$ cat config.mk
export PLATFORM = sky130hd
export DESIGN_NAME = wildcard_star_pattern_matcher
export DESIGN_NICKNAME = d
export VERILOG_FILES = /design/src/sv/wspm_pkg.sv /design/src/sv/wildcard_star_pattern_matcher.sv /design/src/sv/wspm_cell.sv
export SDC_FILE = /design/constraint.sdc
export NUM_CORES = 1
export LEC_CHECK = 0
export ABC_CLOCK_PERIOD_IN_PS = 8500
export BUFFER_PORTS_ARGS = -buffer_cell sky130_fd_sc_hd__buf_2
export CAP_MARGIN = 15
export CORE_ASPECT_RATIO = 0.6
export CORE_MARGIN = 8
export CORE_UTILIZATION = 55
export DETAILED_ROUTE_END_ITERATION = 6
export PLACE_DENSITY = 0.69
export SYNTH_ARGS = -nofsm -noshare
export SYNTH_HDL_FRONTEND = slang
export SYNTH_SLANG_ARGS = --single-unit
$ cat constraint.sdc
create_clock -name clk_i -period 8.5 [get_ports clk_i]
set_input_delay 1.7 -clock clk_i [delete_from_list [all_inputs] [get_ports clk_i]]
set_output_delay 1.7 -clock clk_i [all_outputs]
set_load 0.1 [all_outputs]
$ cat src/sv/wspm_pkg.sv
`default_nettype none

package wspm_pkg;

  // Pattern capacity used as the default of the top level parameter
  localparam int unsigned MaxTokensDefault = 16;

  // Token byte that matches any text byte
  localparam logic [7:0] WildcardByte = 8'd46;

  // Kind of request carried on the input tuser
  typedef enum logic [1:0] {
    ACT_CLEAR  = 2'd0,
    ACT_APPEND = 2'd1,
    ACT_TEXT   = 2'd2,
    ACT_END    = 2'd3
  } action_e;

  // Shared control broadcast from the top level to every cell
  typedef struct packed {
    logic       init;  // reload the reachable bit with its start value
    logic       step;  // consume one text byte
    logic [7:0] sym;   // the text byte
  } cell_ctl_t;

  // Signals that ripple from one cell to the next
  typedef struct packed {
    logic carry;  // reachable position skips a repeat token into the next one
    logic adv;    // single token matched, advance to the next position
  } chain_t;

endpackage

`default_nettype wire

$ cat src/sv/wildcard_star_pattern_matcher.sv
`default_nettype none

// Channel   Dir  Fields (low bit up)                        Handshake
// s_axis    in   tuser: action[1:0]                          s_axis_tvalid_i / s_axis_tready_o
//                tdata: symbol[7:0], repeat_req[8], pad
// m_axis    out  tdata: matched[0], overflow[1], pad         m_axis_tvalid_o / m_axis_tready_i
//
// A new request can be accepted on every clock edge unless input is held off (see below).
// The text step is one ripple through the row of cells (skip of repeat tokens
// and hand-on of single matches), so MAX_TOKENS sets the depth of that path.
// The result of an end-of-text request sits in the output register; input is
// held off only while that register is full and the sink stalls.
// Reset empties the pattern, clears overflow and leaves only position zero
// reachable; the token store itself is not cleared.

module wildcard_star_pattern_matcher
  import wspm_pkg::*;
#(
  parameter int unsigned MAX_TOKENS = MaxTokensDefault
) (
  input  wire         clk_i,
  input  wire         rst_ni,
  input  wire         s_axis_tvalid_i,
  output logic        s_axis_tready_o,
  input  wire  [15:0] s_axis_tdata_i,   // symbol[7:0], repeat_req[8], zero pad [15:9]
  input  wire  [1:0]  s_axis_tuser_i,   // action[1:0]
  output logic        m_axis_tvalid_o,
  input  wire         m_axis_tready_i,
  output logic [7:0]  m_axis_tdata_o    // matched[0], overflow[1], zero pad [7:2]
);

  localparam int unsigned CntW = $clog2(MAX_TOKENS + 1);

  // Unpack the request
  action_e    action;
  logic [7:0] symbol;
  logic       repeat_req;
  logic       in_fire;

  assign action     = action_e'(s_axis_tuser_i);
  assign symbol     = s_axis_tdata_i[7:0];
  assign repeat_req = s_axis_tdata_i[8];
  assign in_fire    = s_axis_tvalid_i & s_axis_tready_o;

  // Pattern length and sticky overflow
  logic [CntW-1:0] count_q, count_d;
  logic            ovf_q, ovf_d;
  logic            final_q, final_d;   // reachable bit of the position after the last cell

  // Cell row
  cell_ctl_t              ctl;
  chain_t  [MAX_TOKENS:0] chain;
  logic    [MAX_TOKENS:0] closed;
  logic    [MAX_TOKENS-1:0] active;
  logic    [MAX_TOKENS-1:0] wr;
  logic                   do_append;

  assign do_append = in_fire & (action == ACT_APPEND);

  assign ctl.init = in_fire & ((action == ACT_CLEAR) || (action == ACT_APPEND)
                               || (action == ACT_END));
  assign ctl.step = in_fire & (action == ACT_TEXT);
  assign ctl.sym  = symbol;

  // Nothing ripples into the first cell
  assign chain[0] = '0;

  for (genvar i = 0; i < MAX_TOKENS; i++) begin : g_cell
    assign active[i] = count_q > CntW'(i);
    assign wr[i]     = do_append & (count_q == CntW'(i));

    wspm_cell #(
      .ReachInit (i == 0)
    ) u_cell (
      .clk_i     (clk_i),
      .rst_ni    (rst_ni),
      .ctl_i     (ctl),
      .wr_i      (wr[i]),
      .wr_byte_i (symbol),
      .wr_rep_i  (repeat_req),
      .active_i  (active[i]),
      .chain_i   (chain[i]),
      .chain_o   (chain[i+1]),
      .closed_o  (closed[i])
    );
  end

  // The position past the last cell holds no token; it only collects
  assign closed[MAX_TOKENS] = final_q | chain[MAX_TOKENS].carry;

  always_comb begin
    count_d = count_q;
    ovf_d   = ovf_q;
    final_d = final_q;
    if (in_fire) begin
      unique case (action)
        ACT_CLEAR: begin
          count_d = '0;
          ovf_d   = 1'b0;
          final_d = 1'b0;
        end
        ACT_APPEND: begin
          // drop the token once full and flag it until the next clear
          if (count_q < CntW'(MAX_TOKENS)) begin
            count_d = count_q + CntW'(1);
          end else begin
            ovf_d = 1'b1;
          end
          final_d = 1'b0;
        end
        ACT_TEXT: begin
          final_d = chain[MAX_TOKENS].adv;
        end
        ACT_END: begin
          final_d = 1'b0;
        end
        default: begin
          final_d = final_q;
        end
      endcase
    end
  end

  always_ff @(posedge clk_i or negedge rst_ni) begin
    if (!rst_ni) begin
      count_q <= '0;
      ovf_q   <= 1'b0;
      final_q <= 1'b0;
    end else begin
      count_q <= count_d;
      ovf_q   <= ovf_d;
      final_q <= final_d;
    end
  end

  // Output register: accept while it is empty or being drained
  logic out_valid_q, out_valid_d;
  logic matched_q, overflow_q;
  logic emit;

  assign emit            = in_fire & (action == ACT_END);
  assign s_axis_tready_o = ~out_valid_q | m_axis_tready_i;

  always_comb begin
    out_valid_d = out_valid_q;
    if (emit) begin
      out_valid_d = 1'b1;
    end else if (m_axis_tready_i) begin
      out_valid_d = 1'b0;
    end
  end

  always_ff @(posedge clk_i or negedge rst_ni) begin
    if (!rst_ni) begin
      out_valid_q <= 1'b0;
    end else begin
      out_valid_q <= out_valid_d;
    end
  end

  // Whole-string match: the position just past the pattern is reachable
  always_ff @(posedge clk_i) begin
    if (emit) begin
      matched_q  <= closed[count_q];
      overflow_q <= ovf_q;
    end
  end

  assign m_axis_tvalid_o = out_valid_q;
  assign m_axis_tdata_o  = {6'd0, overflow_q, matched_q};

endmodule

`default_nettype wire

$ cat src/sv/wspm_cell.sv
`default_nettype none

module wspm_cell
  import wspm_pkg::*;
#(
  parameter bit ReachInit = 1'b0
) (
  input  wire        clk_i,
  input  wire        rst_ni,
  input  cell_ctl_t  ctl_i,
  input  wire        wr_i,
  input  wire  [7:0] wr_byte_i,
  input  wire        wr_rep_i,
  input  wire        active_i,
  input  chain_t     chain_i,
  output chain_t     chain_o,
  output logic       closed_o
);

  logic [7:0] byte_q;
  logic       rep_q;
  logic       reach_q, reach_d;
  logic       hit;

  // Token store: written once per append, no reset needed
  always_ff @(posedge clk_i) begin
    if (wr_i) begin
      byte_q <= wr_byte_i;
      rep_q  <= wr_rep_i;
    end
  end

  assign closed_o = reach_q | chain_i.carry;
  assign hit      = active_i & closed_o & ((byte_q == WildcardByte) | (byte_q == ctl_i.sym));

  assign chain_o.carry = active_i & closed_o & rep_q;
  assign chain_o.adv   = hit & ~rep_q;

  always_comb begin
    reach_d = reach_q;
    if (ctl_i.init) begin
      reach_d = ReachInit;
    end else if (ctl_i.step) begin
      // a repeat token stays put, a single token hands on to the next cell
      reach_d = (hit & rep_q) | chain_i.adv;
    end
  end

  always_ff @(posedge clk_i or negedge rst_ni) begin
    if (!rst_ni) begin
      reach_q <= ReachInit;
    end else begin
      reach_q <= reach_d;
    end
  end

endmodule

`default_nettype wire

==> out/metrics.cfg, run 1 <==
[status]
status = finished clean

[clock_tree]
cts.reportedPaths.clkPinSlew_ns = 0.07
cts_buffers = 17
postCtsHoldBufs = 0
clk_latency_ns = 0.43
tritoncts = done
clockRootBuffer = clkbuf_16
cts_resized = 0
clock_sinks = 170
cts_setup_buffers = 0
cts_buffer_depth = 2
htree_levels = 4

[die]
core_area_um2 = 15240
fp.dieArea_um2 = 19850
die_h_um = 112.4
floorplan.initialDensity_pct = 55.88
die_x_um = 176.6
top_level_ports = 32
rows = 35

[global_routing]
grt_max_degree = 33
grt_pass1_vias = 5591
grtUsageTotal_pct = 19.42
antenna_found_initial = 0
grt_pass1_wl_mm = 30.25
grt.overflow.total = 0

[route]
routed_wl_mm = 18.96
routed_via_density = 6.118
drt_iter0_drc = 541
vias = 5739
routedWlPerCell_um = 20.21
top_layer_used = met4
drtAntennaViolNets = 0
drtPass1Iterations = 5
wl_met2_mm = 8.266
wl_met3_mm = 1.558
met1_length_mm = 8.951
drc_errors = 0

[sta]
min_period_over_period_pct = 52.92
final_hold_viol_count = 0
finalSetupViolCount = 0
rsz0062_at_grt = no
drv_slew = 0
fin_crit_ns = 4.498
max_freq_mhz = 222.3
max_slew_margin_pct = 35.86
setup_tns_ns = 0
setup_slack_ns = 4.002
fin_skew_ns = 0.01376
worst_pin_slew_ns = 0.9542

[setup_path]
worstPathRequired_ns = 8.55
arrival_ns = 4.55
worstSetupStartpointType = primary input
crit_type = in -> reg
cp_max_fo = 18
cp-end-kind = flop

[pwr]
pwr-share-seq_pct = 48.5
p_sw_w = 0.0005956
power_frac_clock_pct = 37.5
irDropWorstVdd_uv = 164.5
p_comb_share_pct = 13.9
p_per_area_nw_per_um2 = 215.7
finalPower_w = 0.002024
p_sw_share_pct = 29.43
intPower_w = 0.001428
p_leak_nw = 3.087

[cells_and_area]
n_fill_cell = 1157
drive_above_1_share_pct = 10.20
utilization_pct = 61.58
fin_nets = 749
fin_cells = 938
n_antenna_cell = 0
syn_to_final_growth_pct = 10.20

[worst_hold_path]
hold_path.class = reg -> reg

[synthesis]
postSynth.asyncResetShare_pct = 14.12
synth-warning-count = 0
synth_edf_count = 146
syn_inst = 703
netlist_area_um2 = 8516
ys_seq_area_share_pct = 58.55
ys_types = 69
synthFlopType = edfxtp_1
synth_seq_cells = 170
syn-mean-instance-area_um2 = 12.11

[placed_design]
place_hpwl_mm = 12.26
dpl_worst_slack_ns = 3.269
portBuffers = 18
dp_cells = 904
gp_congestion = 0.8858

[run]
cap_violations = 0

## per-layer routing
| layer | GRT usage, % | up-vias |
|---|---|---|
| li1 | - | 2651 |
| met1 | 28.42 | 2813 |
| met5 | 0 | - |
| met3 | 3.956 | 18 |
| met4 | 5.912 | 0 |
| met2 | 28.55 | 257 |
## final timing paths
check                                            start  cells after the start  slack (ns)                              endpoint
worst max-delay path                   m_axis_tready_i                      7        4.00      g_cell[9].u_cell.rep_q$_DFFE_PP_
worst min-delay path                 ovf_q$_DFFE_PN0P_                      0        0.46                  overflow_q$_DFFE_PP_
worst max register to register  count_q[0]$_DFFE_PN0P_                     10        4.27                   matched_q$_DFFE_PP_
worst min register to register       ovf_q$_DFFE_PN0P_                      0        0.46                  overflow_q$_DFFE_PP_
max in group asynchronous                       rst_ni                      1        6.74  g_cell[9].u_cell.reach_q$_DFFE_PN0P_
min in group asynchronous                       rst_ni                      1        1.32                count_q[2]$_DFFE_PN0P_
## power groups by stage
stage / logic (W) / clock network [W] / registers [W]
detailed placement: 0.000275 / 0 / 0.000998
global placement: 0.000271 / 0 / 0.000997
floorplan: 0.000232 / 0 / 0.000957
CTS: 0.000276 / 0.000774 / 0.000980
finish: 0.000282 / 0.000759 / 0.000982
global route: 0.000305 / 0.000802 / 0.000988
## cells in the final DEF (no fill, tap or decap), types with 3 or more instances in the layout
master and count:
inv_6 6, nand2b_1 8, a31oi_1 4, conb_1 6, clkinv_1 4, dfrtp_1 23, o21ai_0 40, a21o_1 4
nand3b_1 4, and3_1 7, and2_1 3, edfxtp_1 146, nand4b_1 8, xor2_1 32, nor2_1 25, o211ai_1 8
buf_2 20, nor4_1 17, a21oi_1 20, or3_1 4, inv_8 4, ha_1 5, o22ai_1 6, nor2b_1 12
inv_1 20, nor3_1 13, nand2_1 44, nand4_1 37, nand3_1 4, a22o_1 4, clkbuf_16 17, o31ai_1 5
a211oi_1 6, nor4b_1 10, buf_4 13, xnor2_1 96
## cell usage after synthesis, drive strengths merged (13+ instances only)
cell type	number	share of area [%]
a21oi	20	1.2
buf	17	1.2
clkbuf	21	0.93
dfrtp	23	6.8
edfxtp	146	51
inv	20	0.88
nand2	44	1.9
nand4	37	2.7
nor2	25	1.1
nor3	13	0.76
nor4	18	1.3
o21ai	40	2.4
xnor2	96	9.9
xor2	32	3.3
## logic make-up (layout without fill, tap and decap cells)
group | count (synthesis) | after routing | share of synthesized area (%)
other | 1 | 6 | 0.04404
xor gates and xnor gates | 128 | 128 | 13.16
AOI/OAI and AO/OA | 133 | 133 | 10.56
buffers and inverters | 60 | 87 | 3.144
DFF | 170 | 170 | 58.55
and+or+nand+nor | 206 | 206 | 13.80
adders and majority gates | 5 | 5 | 0.7346
## per-stage QoR
stage	area [um^2]	hold slack, ns
5_1_grt	9384	0.4824
3_3_place_gp	8797	0.4581
6_report	9384	0.4606
3_5_place_dp	8797	0.4492
2_1_floorplan	8534	0.4257
4_1_cts	9374	0.4706
## sequential cells by signal, summed over array words and instances (netlist names)
name                   count
ovf_q                      1
g_cell.u_cell.rep_q       16
g_cell.u_cell.reach_q     16
matched_q                  1
final_q                    1
m_axis_tvalid_o            1
overflow_q                 1
count_q                    5
g_cell.u_cell.byte_q     128
## critical path: stages
cell and delay, ns:
buf_2 0.07, nand2b_1 0.16, nand2_1 0.47, nor2_1 0.55, nand2_1 0.40, or3_1 0.53, nor2_1 0.65
## area by class of cell
type	count	area [um^2]	area share [%]
Tap cell	203	254.0	2.707
Clock inverter	15	151.4	1.613
Multi-Input combinational cell	478	3287	35.03
Clock buffer	17	425.4	4.533
Timing Repair Buffer	33	197.7	2.107
Inverter	22	82.58	0.8800
Sequential cell	170	4986	53.13
(Power assumes the default switching activity.)
==> inputs of run 2 (changes only) <==
- ABC_AREA: unset -> 1
- ABC_CLOCK_PERIOD_IN_PS: 8500 -> 4300
- clock period: 8.5 -> 4.3 ns (I/O delays scaled with it)
==> run 2 against run 1 <==
Effect of this change:
- sequential share of layout area grew 0.21 points
- die area is 1.8% lower
- count of clock-buffer cells in the layout unchanged
- via count fell by 0.63%
- final area is 0.35% lower
==> out/metrics.cfg, run 2 <==
[status]
status = finished clean

[setup_path]
cp-end-kind = flop
cp_max_fo = 5
arrival_ns = 4.15
worstSetupStartpointType = flop
cp_slowest_stage_delay_ns = 0.44
crit_type = reg -> reg
cpMaxStageDelayCell = dfrtp_2
crit_start = count_q[0]$_DFFE_PN0P_
worstPathRequired_ns = 4.58
reg2reg_from = count_q[0]$_DFFE_PN0P_
crit_top_cell = nand2_2

[pwr]
pwr-share-seq_pct = 50.6
power_frac_clock_pct = 41.0
irDropWorstVdd_uv = 264.2
p_sw_share_pct = 24.63
intPower_w = 0.002706
finalPower_w = 0.003591
p_comb_share_pct = 8.5
p_per_area_nw_per_um2 = 384.0
p_sw_w = 0.0008844
p_leak_nw = 3.351

[route]
drc_errors = 0
drt_iter0_drc = 574
routed_via_density = 5.669
drtAntennaViolNets = 0
routed_wl_mm = 19.33
drtPass1Iterations = 7
routedWlPerCell_um = 19.22
vias = 5703

[synthesis]
postSynth.asyncResetShare_pct = 14.12
yosys.area.top_type = edfxtp_1
synthFlopType = edfxtp_1
synth_top_cell_area_share_pct = 52.55
synthTopCellsByArea = edfxtp_1 53%, xnor2_1 11%, dfrtp_1 6.9%
synth_most_common_cell = edfxtp_1
syn_inst = 752
syn-mean-instance-area_um2 = 11.09
ys_seq_area_share_pct = 59.76
netlist_area_um2 = 8343
synth_commonest_cells = 146 x edfxtp_1, 104 x xnor2_1, 90 x inv_1
ys_types = 41
synth_edf_count = 146
synth_seq_cells = 170
synth-warning-count = 0

[cells_and_area]
top_regs = g_cell.u_cell.byte_q: 128 flops, g_cell.u_cell.reach_q: 16 flops, g_cell.u_cell.rep_q: 16 flops
n_antenna_cell = 0
final_common_cell = edfxtp_1
top_register = g_cell.u_cell.byte_q
largest_register_ffs = 128
utilization_pct = 61.90
fin_nets = 818
multi_input_area_um2 = 2902
n_fill_cell = 1192
layout_common_cells = 146 x edfxtp_1, 104 x xnor2_1, 89 x inv_1
seq_area_um2 = 4989
syn_to_final_growth_pct = 12.09
drive_above_1_share_pct = 15.19

[global_routing]
grt_pass1_wl_mm = 30.75
grtUsageTotal_pct = 19.89
grt.overflow.total = 0
grt_pass1_vias = 5764
grt_max_degree = 34
antenna_found_initial = 0

[clock_tree]
htree_levels = 4
clockRootBuffer = clkbuf_16
tritoncts = done
clock_sinks = 170
cts.reportedPaths.clkPinSlew_ns = 0.07
postCtsHoldBufs = 0
cts_buffers = 17
clk_latency_ns = 0.42
cts_buffer_depth = 2

[sta]
setup_slack_ns = 0.4275
final_hold_viol_count = 0
setup_tns_ns = 0
finalSetupViolCount = 0
max_freq_mhz = 258.2
drv_slew = 0
rsz0062_at_grt = no
worst_pin_slew_ns = 0.8724
fin_skew_ns = 0.01058
hold_ws_ns = 0.4570
max_slew_margin_pct = 41.62
min_period_over_period_pct = 90.06
fin_crit_ns = 3.872

[worst_hold_path]
min_from = ovf_q$_DFFE_PN0P_
hold_path.class = reg -> reg

[placed_design]
place_hpwl_mm = 12.97
gp_congestion = 0.9257
dpl_worst_slack_ns = 0.4443
portBuffers = 18

[die]
fp.dieArea_um2 = 19500
floorplan.initialDensity_pct = 55.22
top_level_ports = 32
rows = 35
core_area_um2 = 15110
die_h_um = 111.4
die_x_um = 175

[run]
cap_violations = 0

==> run 2: cell type report <==
class	instances	area share [%]
clock buffer	17	4.549
clock inverter	14	1.472
inverter	92	3.760
multi-input combinational	465	31.03
sequential	170	53.34
tap	203	2.716
timing repair buffer	45	3.131
==> run 2: routing by layer <==
layer | global-route usage (%) | share of wire (%)
met1 | 28.20 | 47
met2 | 31.07 | 46
met3 | 3.785 | 6.1
met4 | 5.118 | 1.0
met5 | 0 | 0
==> run 2: cells by family (layout without fill, tap and decap cells) <==
family	count (synthesis)	count (layout)	share of synthesized area, %
xor+xnor	106	106	11.13
buf+inv	122	168	5.909
compound gates	81	81	5.969
fa+ha+maj	5	5	0.7499
flops	170	170	59.76
other cells	1	6	0.04495
simple gates	267	267	16.44
==> run 2: final timing paths <==
path / endpoint / slack [ns] / depth (start not counted)
setup / recovery: matched_q$_DFFE_PP_ / 0.43 / 39
hold / removal: overflow_q$_DFFE_PP_ / 0.46 / 0
setup reg to reg: matched_q$_DFFE_PP_ / 0.43 / 39
hold reg to reg: overflow_q$_DFFE_PP_ / 0.46 / 0
max in group asynchronous: count_q[1]$_DFFE_PN0P_ / 3.32 / 1
min in group asynchronous: g_cell[6].u_cell.reach_q$_DFFE_PN0P_ / 0.49 / 1
==> run 2: critical path, delay by kind of cell, from the launching register on <==
family | cells | cell delay (ns)
fa+ha+maj | 1 | 0.22
buf+inv | 2 | 0.21
flops | 1 | 0.44
simple gates | 36 | 2.85
==> run 2: power groups by stage <==
stage                     combinational [W]  clock [W]  sequential (W)
after global routing               0.000327    0.00155         0.00182
final                              0.000305    0.00147         0.00182
after floorplan                    0.000188          0         0.00185
after global placement             0.000282          0         0.00185
after CTS                          0.000293    0.00148         0.00181
after detailed placement           0.000289          0         0.00185
==> run 2: through the flow <==
step                      instance area, um^2  instances
after global placement                   8752        971
after floorplan                          8362        757
after detailed placement                 8752        971
after CTS                                9315       1002
final                                    9351       1006
after global routing                     9351       1006
==> run 2: what timing repair did <==
item                                    4_1_cts  5_1_grt
setup buffers                                 0        4
hold endpoints to repair                      0        0
resized for setup                             0        3
endpoints found under the setup margin        0        2
==> inputs of run 3 (changes only) <==
- CORE_UTILIZATION: 55 -> 60
- PLACE_DENSITY: 0.69 -> 0.9
==> run 3 against run 2 <==
Effect of this change:
- hold slack got worse by 0.0061 ns
- non-clock buffer count decreased by 3
- sequential cell count unchanged
- critical path type unchanged
- highest routed layer unchanged
==> out/metrics.cfg, run 3 (synthesis gave the netlist of run 2 again) <==
[route]
drtPass1Iterations = 5
drc_errors = 0
routed_wl_mm = 19.29
routedWlPerCell_um = 19.77
vias = 5849
routed_via_density = 5.993
drt_iter0_drc = 770
drtAntennaViolNets = 0

[sta]
worst_pin_slew_ns = 0.9486
max_slew_margin_pct = 36.53
final_hold_viol_count = 0
setup_slack_ns = 0.3344
fin_skew_ns = 0.006845
finalSetupViolCount = 0
min_period_over_period_pct = 92.22
drv_slew = 0
rsz0062_at_grt = no
max_freq_mhz = 252.2
fin_crit_ns = 3.966
setup_tns_ns = 0

[die]
fp.dieArea_um2 = 18060
die_h_um = 107.3
die_x_um = 168.2
top_level_ports = 32
floorplan.initialDensity_pct = 61.23
rows = 33
core_area_um2 = 13630

[cells_and_area]
drive_above_1_share_pct = 14.86
fin_cells = 976
syn_to_final_growth_pct = 11.68
top_register = g_cell.u_cell.byte_q
final_common_cell = edfxtp_1
fin_nets = 815
final_area_um2 = 9318
seq_area_um2 = 4989
n_antenna_cell = 0
n_fill_cell = 917
largest_register_ffs = 128
multi_input_area_um2 = 2902
utilization_pct = 68.38
top_regs = g_cell.u_cell.byte_q: 128 flops, g_cell.u_cell.reach_q: 16 flops, g_cell.u_cell.rep_q: 16 flops
layout_common_cells = 146 x edfxtp_1, 104 x xnor2_1, 90 x inv_1

[pwr]
pwr-share-seq_pct = 50.1
p_per_area_nw_per_um2 = 388.8
p_leak_nw = 3.349
power_frac_clock_pct = 41.9
p_sw_w = 0.0008653
p_sw_share_pct = 23.89
p_comb_share_pct = 8.0
intPower_w = 0.002757
irDropWorstVdd_uv = 280.7

[placed_design]
dp_cells = 944
dpl_worst_slack_ns = 0.5338
portBuffers = 18
place_hpwl_mm = 13.03
place_area_um2 = 8725
gp_congestion = 0.9578

[global_routing]
grtUsageTotal_pct = 21.95
grt_max_degree = 34
grt_pass1_wl_mm = 30.80
grt.overflow.total = 0
grt_pass1_vias = 5893
antenna_found_initial = 0

[setup_path]
crit_type = reg -> reg
cp-end-kind = flop
cp_slowest_stage_delay_ns = 0.41
cpMaxStageDelayCell = dfrtp_2
worstRegToRegCells = 34
worstPathRequired_ns = 4.58
cp_max_fo = 9
arrival_ns = 4.25
worstSetupStartpointType = flop

[clock_tree]
cts.reportedPaths.clkPinSlew_ns = 0.07
htree_levels = 4
cts_buffers = 17
postCtsHoldBufs = 0
cts_buffer_depth = 2
clockRootBuffer = clkbuf_16
tritoncts = done
clock_sinks = 170
clk_latency_ns = 0.42
cts_setup_buffers = 0

[worst_hold_path]
hold_path.class = in -> async

[status]
status = finished clean

[run]
cap_violations = 0

## run 3: worst max-delay path, delay by kind of cell, from the launching register on
family / cells / cell delay (ns)
adder cells (fa/ha/maj): 1 / 0.21
AND/OR/NAND/NOR: 30 / 2.53
buffers and inverters: 2 / 0.31
AO/OA/AOI/OAI: 1 / 0.34
flip-flops: 1 / 0.41
## run 3: routing by layer
metal	wire length, um	part of all wire (%)	vias to the layer above	global-route usage, %
li1	-	-	2700	-
met1	8155	42	2797	29.75
met2	8839	46	317	34.58
met3	2058	11	35	5.236
met4	240	1.2	0	7.229
met5	0	0	-	0
## run 3: final cells by class
type / instances / area share, %
clock buffers: 18 / 4.606
clock inverters: 14 / 1.732
inverters: 92 / 3.733
multi-input cells: 465 / 31.14
flip-flops and latches: 170 / 53.54
well taps: 175 / 2.350
repair buffers: 42 / 2.900
## run 3: final timing paths
path	to	from	slack, ns
max	matched_q$_DFFE_PP_	count_q[0]$_DFFE_PN0P_	0.33
min reg2reg	overflow_q$_DFFE_PP_	ovf_q$_DFFE_PN0P_	0.49
max in group asynchronous	count_q[0]$_DFFE_PN0P_	rst_ni	3.39
max reg2reg	matched_q$_DFFE_PP_	count_q[0]$_DFFE_PN0P_	0.33
min	g_cell[6].u_cell.reach_q$_DFFE_PN0P_	rst_ni	0.45
min in group clk_i	overflow_q$_DFFE_PP_	ovf_q$_DFFE_PN0P_	0.49
## run 3: power groups by stage
stage / registers (W) / logic (W) / clock network, W
finish: 0.00181 / 0.000289 / 0.00152
global route: 0.00181 / 0.000308 / 0.00160
CTS: 0.00181 / 0.000285 / 0.00153
detailed placement: 0.00185 / 0.000281 / 0
global placement: 0.00185 / 0.000272 / 0
floorplan: 0.00185 / 0.000188 / 0
## run 3: what timing repair did
action,in CTS,in global routing
setup endpoints to repair,0,3
gates resized for setup,0,2
endpoints found under the hold margin,0,0
## run 3: per-stage QoR
stage	power, W	hold WS, ns
floorplan	0.002041	0.4257
global placement	0.002121	0.4498
detailed placement	0.002129	0.4639
CTS	0.003632	0.4540
global route	0.003724	0.4772
finish	0.003623	0.4509
